<file path="config.mk">
export PLATFORM = sky130hd
export DESIGN_NAME = ibt_overlap_cmp
export DESIGN_NICKNAME = d
export VERILOG_FILES = /design/src/rtl/ibt_pkg.sv /design/src/rtl/ibt_overlap_cmp.sv
export SDC_FILE = /design/constraint.sdc
export NUM_CORES = 1
export LEC_CHECK = 0
export ABC_CLOCK_PERIOD_IN_PS = 4500
export BUFFER_PORTS_ARGS = -buffer_cell sky130_fd_sc_hd__buf_2
export CORE_ASPECT_RATIO = 0.75
export CORE_MARGIN = 1.5
export CORE_UTILIZATION = 45
export CTS_CLUSTER_SIZE = 10
export DETAILED_ROUTE_END_ITERATION = 10
export HOLD_SLACK_MARGIN = 0.02
export PLACE_DENSITY = 0.82
export SETUP_SLACK_MARGIN = 0.02
export SLEW_MARGIN = 15
export SYNTH_ARGS = -nofsm -noshare
export SYNTH_HDL_FRONTEND = slang
export SYNTH_SLANG_ARGS = --single-unit
</file>
<file path="constraint.sdc">
create_clock -name clk -period 4.5 [get_ports clk]
set_input_delay 1.125 -clock clk [delete_from_list [all_inputs] [get_ports clk]]
set_output_delay 1.125 -clock clk [all_outputs]
set_load 0.1 [all_outputs]
</file>
<file path="src/rtl/ibt_pkg.sv">
`timescale 1ns / 1ps
`default_nettype none

package ibt_pkg;

  // Width of one time stamp (start or end of an interval).
  localparam int TIME_WIDTH = 31;

  // Result status codes.
  localparam logic [1:0] ST_BOOKED  = 2'd0;
  localparam logic [1:0] ST_OVERLAP = 2'd1;
  localparam logic [1:0] ST_FULL    = 2'd2;

  typedef struct packed {
    logic [TIME_WIDTH-1:0] start_time;
    logic [TIME_WIDTH-1:0] end_time;
  } in_beat_t;

  typedef struct packed {
    logic       accepted;
    logic [1:0] status;
  } out_beat_t;

  // Status of the overlap compare unit toward the sequencer.
  typedef struct packed {
    logic busy;
    logic hit;
  } scan_stat_t;

endpackage

`default_nettype wire

</file>
<file path="src/rtl/ibt_overlap_cmp.sv">
`timescale 1ns / 1ps
`default_nettype none

module ibt_overlap_cmp (
  input  wire logic                              clk,
  input  wire logic                              rst_n,
  input  wire logic                              clear,
  input  wire logic                              rd_vld,
  input  wire logic [ibt_pkg::TIME_WIDTH-1:0]    slot_start,
  input  wire logic [ibt_pkg::TIME_WIDTH-1:0]    slot_end,
  input  wire logic [ibt_pkg::TIME_WIDTH-1:0]    req_start,
  input  wire logic [ibt_pkg::TIME_WIDTH-1:0]    req_end,
  output ibt_pkg::scan_stat_t                    stat
);

  logic [ibt_pkg::TIME_WIDTH-1:0] lo;
  logic [ibt_pkg::TIME_WIDTH-1:0] hi;
  logic                           meet;
  logic                           hit_r;
  logic                           busy_r;

  // Larger start below smaller end means the intervals share a point.
  always_comb begin
    lo   = (slot_start > req_start) ? slot_start : req_start;
    hi   = (slot_end < req_end) ? slot_end : req_end;
    meet = (lo < hi);
  end

  // Accumulate a sticky hit over the scan; clear it at each new request.
  always_ff @(posedge clk) begin
    if (!rst_n) begin
      hit_r  <= 1'b0;
      busy_r <= 1'b0;
    end else if (clear) begin
      hit_r  <= 1'b0;
      busy_r <= 1'b0;
    end else begin
      busy_r <= rd_vld;
      if (rd_vld && meet) begin
        hit_r <= 1'b1;
      end
    end
  end

  assign stat.busy = busy_r;
  assign stat.hit  = hit_r;

endmodule

`default_nettype wire

</file>
; ---- Word-level counts from Yosys, hierarchy flattened
; Cells that the tools add are included.
[totals]
out_inout_bits = 2
word_cells = 10
input_bits = 128
reg_bits = 2
[op_classes]
n_reduce_logical = 2
mux = 2
order_cmp = 3
n_bitwise = 1
[ops]
columns = op, count
row1 = less-than comparator 31 bit, 2
row2 = 2-to-1 mux 31 bit, 2
row3 = > comparator 31 bit, 1
row4 = OR reduction 2 bit, 1
row5 = logical AND 1 bit, 1
row6 = inverter 1 bit, 1

; ---- Longest topological paths before layout
; Gate-level depths: netlist of the first run.
[logic_depth]
depth_word = 4
mapped_depth = 18
depth_no_buf = 17

; ---- Least setup slack after synthesis of the first run
; OpenSTA, ideal clock, no wires.
[synth_timing]
path_kind = input port to flip-flop
start = input req_start[4] (netlist bit)
end = register hit_r
path_buffers = 1
path_slack_ps = -31
arrival_ps = 4444
setup_time_ps = 87
cell_stages = 17
t_required_ps = 4413
path_cell_list = inv_1 ha_1 a211oi_2 nor2_1 o31a_1 o41a_1 o21ai_4 buf_6 mux2_2 ha_1 a21o_1 a21o_1 a21o_1 a21o_1 a211oi_1 o2111ai_1 o31ai_1
[synth_via]
elab_chain_cells = 4
[synth_rtl]
columns = item, line_no
row1 = start: declaration, ibt_overlap_cmp.sv:11  ; input wire logic [ibt_pkg::TIME_WIDTH-1:0] req_start,
row2 = > comparator 31 bit, ibt_overlap_cmp.sv:24  ; lo = (slot_start > req_start) ? slot_start : req_start;
row3 = 2-to-1 mux 31 bit *, ibt_overlap_cmp.sv:24
row4 = less-than comparator 31 bit *, ibt_overlap_cmp.sv:26  ; meet = (lo < hi);
row5 = logical AND 1 bit *, ibt_overlap_cmp.sv:39  ; if (rd_vld && meet) begin
row6 = end signal: assignment, ibt_overlap_cmp.sv:32  ; hit_r <= 1'b0;
row7 = end signal: assignment, ibt_overlap_cmp.sv:35  ; hit_r <= 1'b0;
row8 = end signal: assignment, ibt_overlap_cmp.sv:40  ; hit_r <= 1'b1;
row9 = end: declaration, ibt_overlap_cmp.sv:19  ; logic hit_r;
; Every way passes the cells marked *; elsewhere a longest branch is shown, timed or not.
; A chain may end at the register's enable or synchronous reset.

; ---- Worst setup path in the final report of the first run
[layout_timing]
start = input req_start[2] (netlist bit)
end = register hit_r
; Same word-level chain as after synthesis.

==> summary.md, run 1 <==
| Metric | Value |
|---|---|
| Status | complete, but fails checks |
| Failing checks | setup timing |
| Syn Area/Cell | 7.34 um^2 |
| Clock sinks | 2 |
| H-Tree Depth | 1 |
| First-pass iteration count of the detailed router | 5 |
| Critical Path Slowest Stage Cell | o41a_1 |
| Setup Viol. Count Final | 1 |
| VDD IR max | 0.0725 mV |
| Crit Path Class | input port to flip-flop |
| Clk Tree Root Cell | clkbuf_8 |
| Die width | 97.1 um |
| Layout cells sized above 1 | 0.428 |
| Final worst slack | -0.162 ns |
| GR Overflow Total | 0 |
| Max stage delay on crit path | 0.46 ns |
| Post-synth EDFFs | 0 |
| Hold buffers post-CTS | 0 |
| Buf/Inv on CP | 5 |
| # fillers | 481 |
| Layout Cells excl Fill | 660 |
| Reg2Reg Setup Slack | 3.08 ns |
| Cell Rows | 25 |
| Mapped Cells | 407 |
| Nets | 800 |
| Synth Flop Type | dfxtp_1 |
| Core area | 6350 um^2 |
| Area grow syn2layout | 50.4% |
| CP Data Arrival Time | 4.79 ns |
| Worst-path cell chain | buf_2, inv_1, ha_4, a21oi_1, a21oi_1, o31a_1, o41a_1, o21ai_4, buf_12, buf_12, buf_16, mux2_2, ha_2, a21o_1, a21o_1, a21oi_2, o22ai_2, a211oi_2, o2111ai_1, o31ai_1 |
| Critical Path End Type | flip-flop |
| FMAX | 0.214 GHz |
| RSZ-0062 raised after global routing | yes |
| Slew HR | 0.670 |
| Synthesis-stage register bit count | 2 |
| CTS clk-pin slew, worst paths | 0.03 ns |
| # diodes | 0 |
| Worst setup SP type | input port |
| Worst Max-Slew Pin Slew | 0.498 ns |
| WL/cell | 17.2 um |
| Commonest cells post-synth | ha_1, inv_1, a21oi_1, nor2_1, mux2_2 |
| Switching Fraction | 0.466 |
| Post-synth ARST share | 0 |
| RePlAce Congestion | 0.859 |
| Routed WL | 11300 um |
| Die Ht | 73.6 um |
| Hold WC Path Type | flip-flop to flip-flop |
| DRC violations left | 0 |
| Via density | 5.73 |
| Placed cells | 645 |
| Total Routing Usage GR | 0.267 |
| Largest net degree at the start of global routing | 15 |
| Internal Pwr Total | 0.417 mW |
| Clk Latency, worst-skew pair | 0.22 ns |
| IO buf count | 129 |
| Total number of vias | 3782 |
| Switching power | 0.364 mW |
| Number of global-route vias before repair | 3498 |
| Net count after synthesis | 626 |
| Count leader, synth | ha_1 |
| First-pass GRT wire length | 15600 um |
| Max_cap viols | 0 |
| CTS Buffer Depth | 2 |
| Top cell type's share of synthesized area | 0.381 |
| Fin. Hold Viols | 0 |
| Final worst path period share | 1.04 |
| Max-slew violation count | 0 |
| Post-synth top area cell | ha_1 |
| Top cells by area, synth | ha_1, mux2_2, a21oi_1 |
| Initial Utilization | 0.471 |
| Pwr/cell area | 174 nW/um^2 |
| Clock Power Share | 0.097 |
| I/O pin count | 130 |
| Setup Skew | 0 ns |
| DRT iter0 DRCs | 214 |
| Leakage power | 2.47 nW |
| Cell Area, Synth | 2990 um^2 |
| CTS buffer count | 3 |
| Post-synth cell types | 44 |
| CTS tree | built |
| Combinational share of power | 0.875 |
| Antenna Nets Post-Route | 0 |
| Synth warnings | 0 |
| Sequential share of the synthesized area | 0.0134 |
| Finished Core Util | 0.708 |
| Crit path required time | 4.63 ns |
| Sequential power share | 0.028 |
| Tmin final | 4.66 ns |
| Initial antenna violation count | 0 |
| Worst Path Max Fanout | 7 |
| DP HPWL | 8480 um |
| Critical path's top delay family | compound AO/OA/AOI/OAI gates |
| Area of the die | 7150 um^2 |
[placed cells by master (no fill, tap or decap), drive strengths merged, types with 2 or more instances in the layout]
master,synthesis,final
nand4,12,12
a221oi,4,4
nand2,23,23
ha,91,91
inv,62,62
mux2,30,30
buf,8,178
dfxtp,2,2
nand3,10,10
mux2i,2,2
nor2,41,41
a21o,17,17
or3,2,2
nand2b,2,2
and4,3,3
nand3b,2,2
a21oi,54,55
o21a,2,2
nor3,3,3
o21ai,11,11
nor4,2,2
clkbuf,3,4
a211oi,5,5
[state kept, by name, indices dropped and copies added, names as in the netlist]
register / count
busy_r: 1
hit_r: 1
[layout make-up]
| cell class | instances | area [um^2] | area share |
|---|---|---|---|
| well taps | 81 | 101 | 0.0225 |
| inverters | 62 | 235 | 0.0523 |
| multi-input cells | 333 | 2950 | 0.656 |
| repair buffers | 179 | 1130 | 0.252 |
| clock buffers | 3 | 41.3 | 0.00918 |
| flip-flops and latches | 2 | 40.0 | 0.00890 |
[metrics by stage]
step / setup slack [ns] / instance area [um^2] / power [mW] / setup TNS, ns / hold slack [ns]
CTS: 0.0309 / 4200 / 0.671 / 0 / 0.770
detailed placement: -0.297 / 4080 / 0.574 / -0.297 / 0.774
finish: -0.162 / 4500 / 0.782 / -0.162 / 0.824
global placement: -0.193 / 4080 / 0.547 / -0.193 / 0.776
global route: -0.275 / 4500 / 0.834 / -0.275 / 0.849
floorplan: 0.0470 / 3080 / 0.367 / 0 / 0.718
[metal layers]
| layer | vias up | share of wire | GRT usage |
|---|---|---|---|
| li1 | 1814 | - | - |
| met3 | 45 | 0.072 | 0.0276 |
| met5 | - | 0 | 0 |
| met1 | 1741 | 0.42 | 0.329 |
| met4 | 0 | 0.036 | 0.0644 |
| met2 | 182 | 0.48 | 0.506 |
[repair_timing]
| item | in CTS | in global routing |
|---|---|---|
| setup endpoints to repair | 1 | 1 |
| buffers inserted | 5 | 4 |
| pin swaps | 3 | 26 |
| endpoints found under the hold margin | 0 | 0 |
| cloned | 1 | 2 |
| resized for setup | 2 | 36 |
[worst paths after layout]
kind,end,from,cells past startpoint
worst max-delay path,hit_r,req_start[2],20
worst min-delay path,hit_r,hit_r,4
worst max register to register,hit_r,hit_r,6
worst min register to register,hit_r,hit_r,4
[tightest hold or removal path, stage by stage (launching register included)]
cell	delay, ns
dfxtp_1	0.37
o22ai_2	0.20
a211oi_2	0.06
o21ai_0	0.07
o31ai_1	0.07
[power groups by stage]
stage          logic [mW]  clock network, mW  registers (mW)
4_1_cts             0.577             0.0739          0.0207
3_3_place_gp        0.526                  0          0.0210
2_1_floorplan       0.346                  0          0.0206
6_report            0.684             0.0756          0.0221
3_5_place_dp        0.553                  0          0.0209
5_1_grt             0.736             0.0764          0.0221
[cells by family (layout without fill, tap and decap cells)]
group | count (synthesis) | in the layout | synth area share
AOI/OAI and AO/OA | 104 | 105 | 0.218
adders and majority gates | 91 | 91 | 0.381
buffers and inverters | 73 | 244 | 0.103
DFF | 2 | 2 | 0.0134
muxes | 32 | 32 | 0.120
and+or+nand+nor | 105 | 105 | 0.165
(Power assumes the default switching activity.)
==> inputs of run 2 (changes only) <==
- MAX_ROUTING_LAYER: not set -> met4
- SKIP_LAST_GASP: not set -> 1
==> summary.md, run 2 (synthesis results as in run 1) <==
| Metric | Value |
|---|---|
| DRC violations left | 0 (unchanged) |
| DRT iter0 DRCs | 145 (-32%) |
| Pwr Total | 0.695 mW (-11%) |
| Layout cells sized above 1 | 0.411 (-0.0173) |
| Commonest non-fill, non-tap cells in the layout | buf_2, ha_1, inv_1 |
| Met3 global-route usage | 0.0105 (-0.0171) |
| DP HPWL | 8370 um (-1.3%) |
| Worst reg2reg startpoint | hit_r |
| CTS clk-pin slew, worst paths | 0.03 ns (about the same) |
| Core area | 6350 um^2 (unchanged) |
| WHS Endpoint | hit_r |
| Largest net degree at the start of global routing | 11 (-4) |
| Leakage power | 2.43 nW (-1.9%) |
| Total Routing Usage GR | 0.259 (-0.00868) |
| Area of the die | 7150 um^2 (unchanged) |
| Reg2Reg Setup Slack | 3.11 ns (+0.03 ns) |
| Worst Path Max Fanout | 5 (-2) |
| RSZ-0062 raised after global routing | yes |
| Max-slew violation count | 0 (unchanged) |
| Placed cells | 648 (+0.47%) |
| Layout Cells excl Fill | 660 (unchanged) |
| Worst Max-Slew Pin Slew | 0.484 ns (-0.0141 ns) |
| Critical Path End Type | flip-flop |
| GRT Max-Usage Layer | met2 |
| Total number of vias | 3549 (-6.2%) |
| Top Registers | busy_r x1, hit_r x1 |
| Hold buffers post-CTS | 0 (unchanged) |
| Met1 Use GR | 0.337 (+0.00717) |
| Worst setup SP type | input port |
| H-Tree Depth | 1 (unchanged) |
| CTS Buffer Depth | 2 (unchanged) |
| Hold WC Path Type | flip-flop to flip-flop |
| Status | complete, but fails checks |
| Area grow syn2layout | 44.1% |
| Final worst slack | -0.00632 ns (+0.156 ns) |
| CTS tree | built |
| WL/cell | 14.7 um (-15%) |
| Failing checks | setup timing |
| VDD IR max | 0.0794 mV (+9.6%) |
| Die width | 97.1 um (unchanged) |
| RePlAce Congestion | 0.849 (-1.1%) |
| Die Ht | 73.6 um (unchanged) |
| Routed WL | 9690 um (-15%) |
| Antenna Nets Post-Route | 0 (unchanged) |
| # diodes | 0 (unchanged) |
| Initial antenna violation count | 0 (unchanged) |
| CP Data Arrival Time | 4.63 ns (-0.16 ns) |
| Setup Viol. Count Final | 1 (unchanged) |
| Clk Latency, worst-skew pair | 0.21 ns (about the same) |
| First-pass GRT wire length | 14800 um (-5.3%) |
| First-pass iteration count of the detailed router | 4 (-1) |
| I/O pin count | 130 (unchanged) |
| R2r worst-path depth | 6 (unchanged) |
| Number of global-route vias before repair | 3351 (-4.2%) |
| Cell Rows | 25 (unchanged) |
| Via density | 5.38 (-6.2%) |
| FMAX | 0.222 GHz (+3.5%) |
| Setup Skew | 0 ns (unchanged) |
| Crit path required time | 4.62 ns (about the same) |
| CTS buffer count | 3 (unchanged) |
| Clk Tree Root Cell | clkbuf_8 |
| Nets | 800 (unchanged) |
| Met2 Use GR | 0.462 (-0.0435) |
| Slew HR | 0.679 (+0.00930) |
| Most common cell after layout, fill and taps aside | buf_2 |
| Pwr/cell area | 161 nW/um^2 (-7.2%) |
| Clock sinks | 2 (unchanged) |
| Hold path start | hit_r |
| IO buf count | 129 (unchanged) |
| GR Overflow Total | 0 (unchanged) |
| Hold Path Depth | 4 (unchanged) |
| Max_cap viols | 0 (unchanged) |
| Crit Path Class | input port to flip-flop |
| Final worst path period share | 1.00 (-0.0347) |
| Initial Utilization | 0.471 (unchanged) |
| Tmin final | 4.51 ns (-0.156 ns) |
| Fin. Hold Viols | 0 (unchanged) |
| End of the worst register-to-register path | hit_r |
## run 2: worst max-delay path by stage
stage | from | end | slack, ns | depth (start not counted)
floorplan | req_start[4] | hit_r | 0.05 | 17
global placement | slot_start[4] | hit_r | -0.18 | 17
detailed placement | req_start[2] | hit_r | -0.30 | 18
CTS | req_start[22] | hit_r | 0.03 | 18
global route | req_start[4] | hit_r | -0.16 | 18
finish | slot_start[3] | hit_r | -0.006 | 18
## run 2: timing repair
| action | CTS | global route |
|---|---|---|
| buffers inserted | 3 | 5 |
| cloned | 1 | 0 |
| gates resized for setup | 3 | 17 |
| endpoints found under the setup margin | 1 | 1 |
| pin swaps | 5 | 17 |
## run 2: per-stage QoR
stage | utilization | instance area [um^2] | setup TNS (ns) | hold slack [ns] | setup WS (ns)
2_1_floorplan | - | 3080 | 0 | 0.718 | 0.0470
3_3_place_gp | 0.642 | 4070 | -0.178 | 0.776 | -0.178
3_5_place_dp | 0.642 | 4070 | -0.305 | 0.792 | -0.305
4_1_cts | 0.656 | 4170 | 0 | 0.792 | 0.0264
5_1_grt | 0.678 | 4310 | -0.164 | 0.848 | -0.164
6_report | 0.678 | 4310 | -0.00632 | 0.796 | -0.00632
## run 2: area by class of cell
cell class	instances	area, um^2
fill	538	2040
inverter	62	233
tap	81	101
timing repair buffer	180	1050
sequential	2	40.0
multi-input combinational	332	2840
clock buffer	3	41.3
## run 2: routing by layer
layer | up-vias | routed length [um]
li1 | 1814 | -
met1 | 1585 | 4500
met2 | 137 | 4510
met3 | 13 | 589
met4 | 0 | 99
met5 | - | 0
## run 2: worst max-delay path: stages
cell	delay (ns)
buf_2	0.11
ha_1	0.21
a211oi_2	0.21
nor2_1	0.06
o31a_1	0.27
o41a_1	0.41
o21ai_4	0.24
buf_6	0.16
buf_4	0.11
mux2_4	0.30
ha_4	0.22
a21o_1	0.15
a21o_1	0.15
a211oi_2	0.18
o22ai_1	0.12
a211oi_2	0.24
o2111ai_2	0.15
o31ai_1	0.22
## run 2: report_power, final
part           leakage, nW  switching [mW]  internal (mW)
registers           0.0164         0.00138         0.0195
clock network       0.0216          0.0172         0.0569
logic                 2.39           0.298          0.302
total                 2.43           0.317          0.378
==> inputs of run 3 (changes only) <==
- CORE_UTILIZATION: 45 -> 46
- CTS_BUF_LIST: not set -> sky130_fd_sc_hd__clkbuf_4
- PLACE_DENSITY: 0.82 -> 0.84
==> summary.md, run 3 (synthesis results as in run 1) <==
| Metric | Value |
|---|---|
| Final setup TNS | -0.122 ns (-0.116 ns) |
| Max_cap viols | 0 (unchanged) |
| VDD IR max | 0.0730 mV (-8.0%) |
| Via density | 5.49 (+2.1%) |
| Layout Cells excl Fill | 660 (unchanged) |
| Min Hold Slack | 0.836 ns (+0.0397 ns) |
| Cell Rows | 25 (unchanged) |
| Most common cell after layout, fill and taps aside | buf_2 |
| Initial Utilization | 0.475 (+0.00468) |
| Largest net degree at the start of global routing | 15 (+4) |
| I/O pin count | 130 (unchanged) |
| Area of the die | 7000 um^2 (-2.1%) |
| Placed cells | 642 (-0.93%) |
| Tmin final | 4.62 ns (+0.116 ns) |
| Crit Path Class | input port to flip-flop |
| Multi-input logic area | 2930 um^2 (+3.0%) |
| DP HPWL | 8220 um (-1.8%) |
| Antenna Nets Post-Route | 0 (unchanged) |
| H-Tree Depth | 1 (unchanged) |
| Setup Viol. Count Final | 1 (unchanged) |
| Crit path required time | 4.64 ns (+0.02 ns) |
| DRT iter0 DRCs | 227 (+57%) |
| Total Routing Usage GR | 0.278 (+0.0190) |
| WL/cell | 15.6 um (+5.9%) |
| Worst Path Max Fanout | 7 (+2) |
| GR Overflow Total | 0 (unchanged) |
| IO buf count | 129 (unchanged) |
| Top Registers | busy_r x1, hit_r x1 |
| RePlAce Congestion | 0.895 (+5.3%) |
| Area grow syn2layout | 46.8% |
| Worst Max-Slew Pin Slew | 0.486 ns (+0.00145 ns) |
| Critical Path End Type | flip-flop |
| RSZ-0062 raised after global routing | yes |
| Fin. Hold Viols | 0 (unchanged) |
| Failing checks | setup timing |
| Status | complete, but fails checks |
| Number of global-route vias before repair | 3378 (+0.81%) |
| Die Ht | 72.8 um (-1.0%) |
| CTS buffer count | 3 (unchanged) |
| Clk Tree Root Cell | clkbuf_4 |
| # diodes | 0 (unchanged) |
| CP Data Arrival Time | 4.76 ns (+0.13 ns) |
| Setup Skew | 0 ns (unchanged) |
| # fillers | 485 (-9.9%) |
| Final worst path period share | 1.03 (+0.0257) |
| Clock sinks | 2 (unchanged) |
| Register area | 40.0 um^2 (unchanged) |
| Worst setup SP type | input port |
| CTS tree | built |
| Nets | 800 (unchanged) |
| Initial antenna violation count | 0 (unchanged) |
| CTS Buffer Depth | 2 (unchanged) |
| Hold WC Path Type | flip-flop to flip-flop |
| Commonest non-fill, non-tap cells in the layout | buf_2, ha_1, inv_1 |
| Die width | 96.1 um (-1.1%) |
| Layout cells sized above 1 | 0.430 (+0.0190) |
| First-pass GRT wire length | 15000 um (+1.3%) |
| Pwr/cell area | 158 nW/um^2 (-1.9%) |
| Clk Latency, worst-skew pair | 0.23 ns (+0.02 ns) |
| Slew HR | 0.679 (-0.000960) |
| Routed WL | 10300 um (+5.9%) |
| Max-slew violation count | 0 (unchanged) |
| DRC violations left | 0 (unchanged) |
| Total number of vias | 3622 (+2.1%) |
| Core area | 6290 um^2 (-0.99%) |
| CTS clk-pin slew, worst paths | 0.03 ns (about the same) |
| FMAX | 0.216 GHz (-2.5%) |
| First-pass iteration count of the detailed router | 5 (+1) |
| Final worst slack | -0.122 ns (-0.116 ns) |
| Leakage power | 2.44 nW (+0.60%) |
[run 3: cell count changes in the layout (fill, tap and decap cells not counted), moves of 2 or more]
cell,change
nor2_1,-2
ha_1,-3
mux2_4,+3
clkbuf_8,-3
nor2_2,+2
mux2_2,-3
ha_4,+3
a21oi_2,+2
clkbuf_4,+3
[run 3: layer usage]
metal	wire [um]	global-route usage	vias up
met5	0	-	-
met4	252	0.0474	0
met3	680	0.0167	32
met2	4780	0.458	160
met1	4560	0.378	1619
li1	-	-	1811
[run 3: final timing paths]
| path | startpoint | endpoint | slack, ns | cells past startpoint |
|---|---|---|---|---|
| max | req_start[3] | hit_r | -0.12 | 18 |
| min | hit_r | hit_r | 0.84 | 4 |
| max reg2reg | hit_r | hit_r | 3.04 | 6 |
| min reg2reg | hit_r | hit_r | 0.84 | 4 |
[run 3: worst max-delay path, cell delays in order]
cell,delay [ns]
buf_2,0.10
inv_1,0.05
ha_1,0.19
a211oi_2,0.23
nor2_1,0.06
o31a_1,0.28
o41a_1,0.46
o21ai_4,0.28
buf_12,0.17
mux2_4,0.31
ha_4,0.22
a21o_1,0.17
a21o_1,0.15
a21o_1,0.15
a21o_1,0.17
a211oi_2,0.24
o2111ai_2,0.15
o31ai_1,0.25
[run 3: final cells by class]
class,count,area share
Multi-Input combinational cell,332,0.667
Timing Repair Buffer,180,0.242
Inverter,62,0.0536
Tap cell,81,0.0231
Sequential cell,2,0.00912
Clock buffer,3,0.00513
[run 3: per-stage QoR]
stage / total power [mW] / utilization / area, um^2 / worst slack (ns)
floorplan: 0.367 / - / 3080 / 0.0470
global placement: 0.537 / 0.643 / 4040 / -0.200
detailed placement: 0.563 / 0.643 / 4040 / -0.308
CTS: 0.625 / 0.660 / 4150 / 0.0517
global route: 0.762 / 0.698 / 4390 / -0.224
finish: 0.695 / 0.698 / 4390 / -0.122
[run 3: report_power, final]
| group | internal (mW) | total [mW] | switching (mW) |
|---|---|---|---|
| Sequential | 0.0195 | 0.0213 | 0.00179 |
| Combinational | 0.318 | 0.633 | 0.315 |
| Clock | 0.0294 | 0.0404 | 0.0110 |
[run 3: what timing repair did]
item                                    in CTS  in global routing
buffers inserted                             7                  8
gates resized for setup                      5                 33
cloned                                       1                  0
pin swaps                                    5                 30
hold buffers                                 0                  0
endpoints found under the setup margin       1                  1
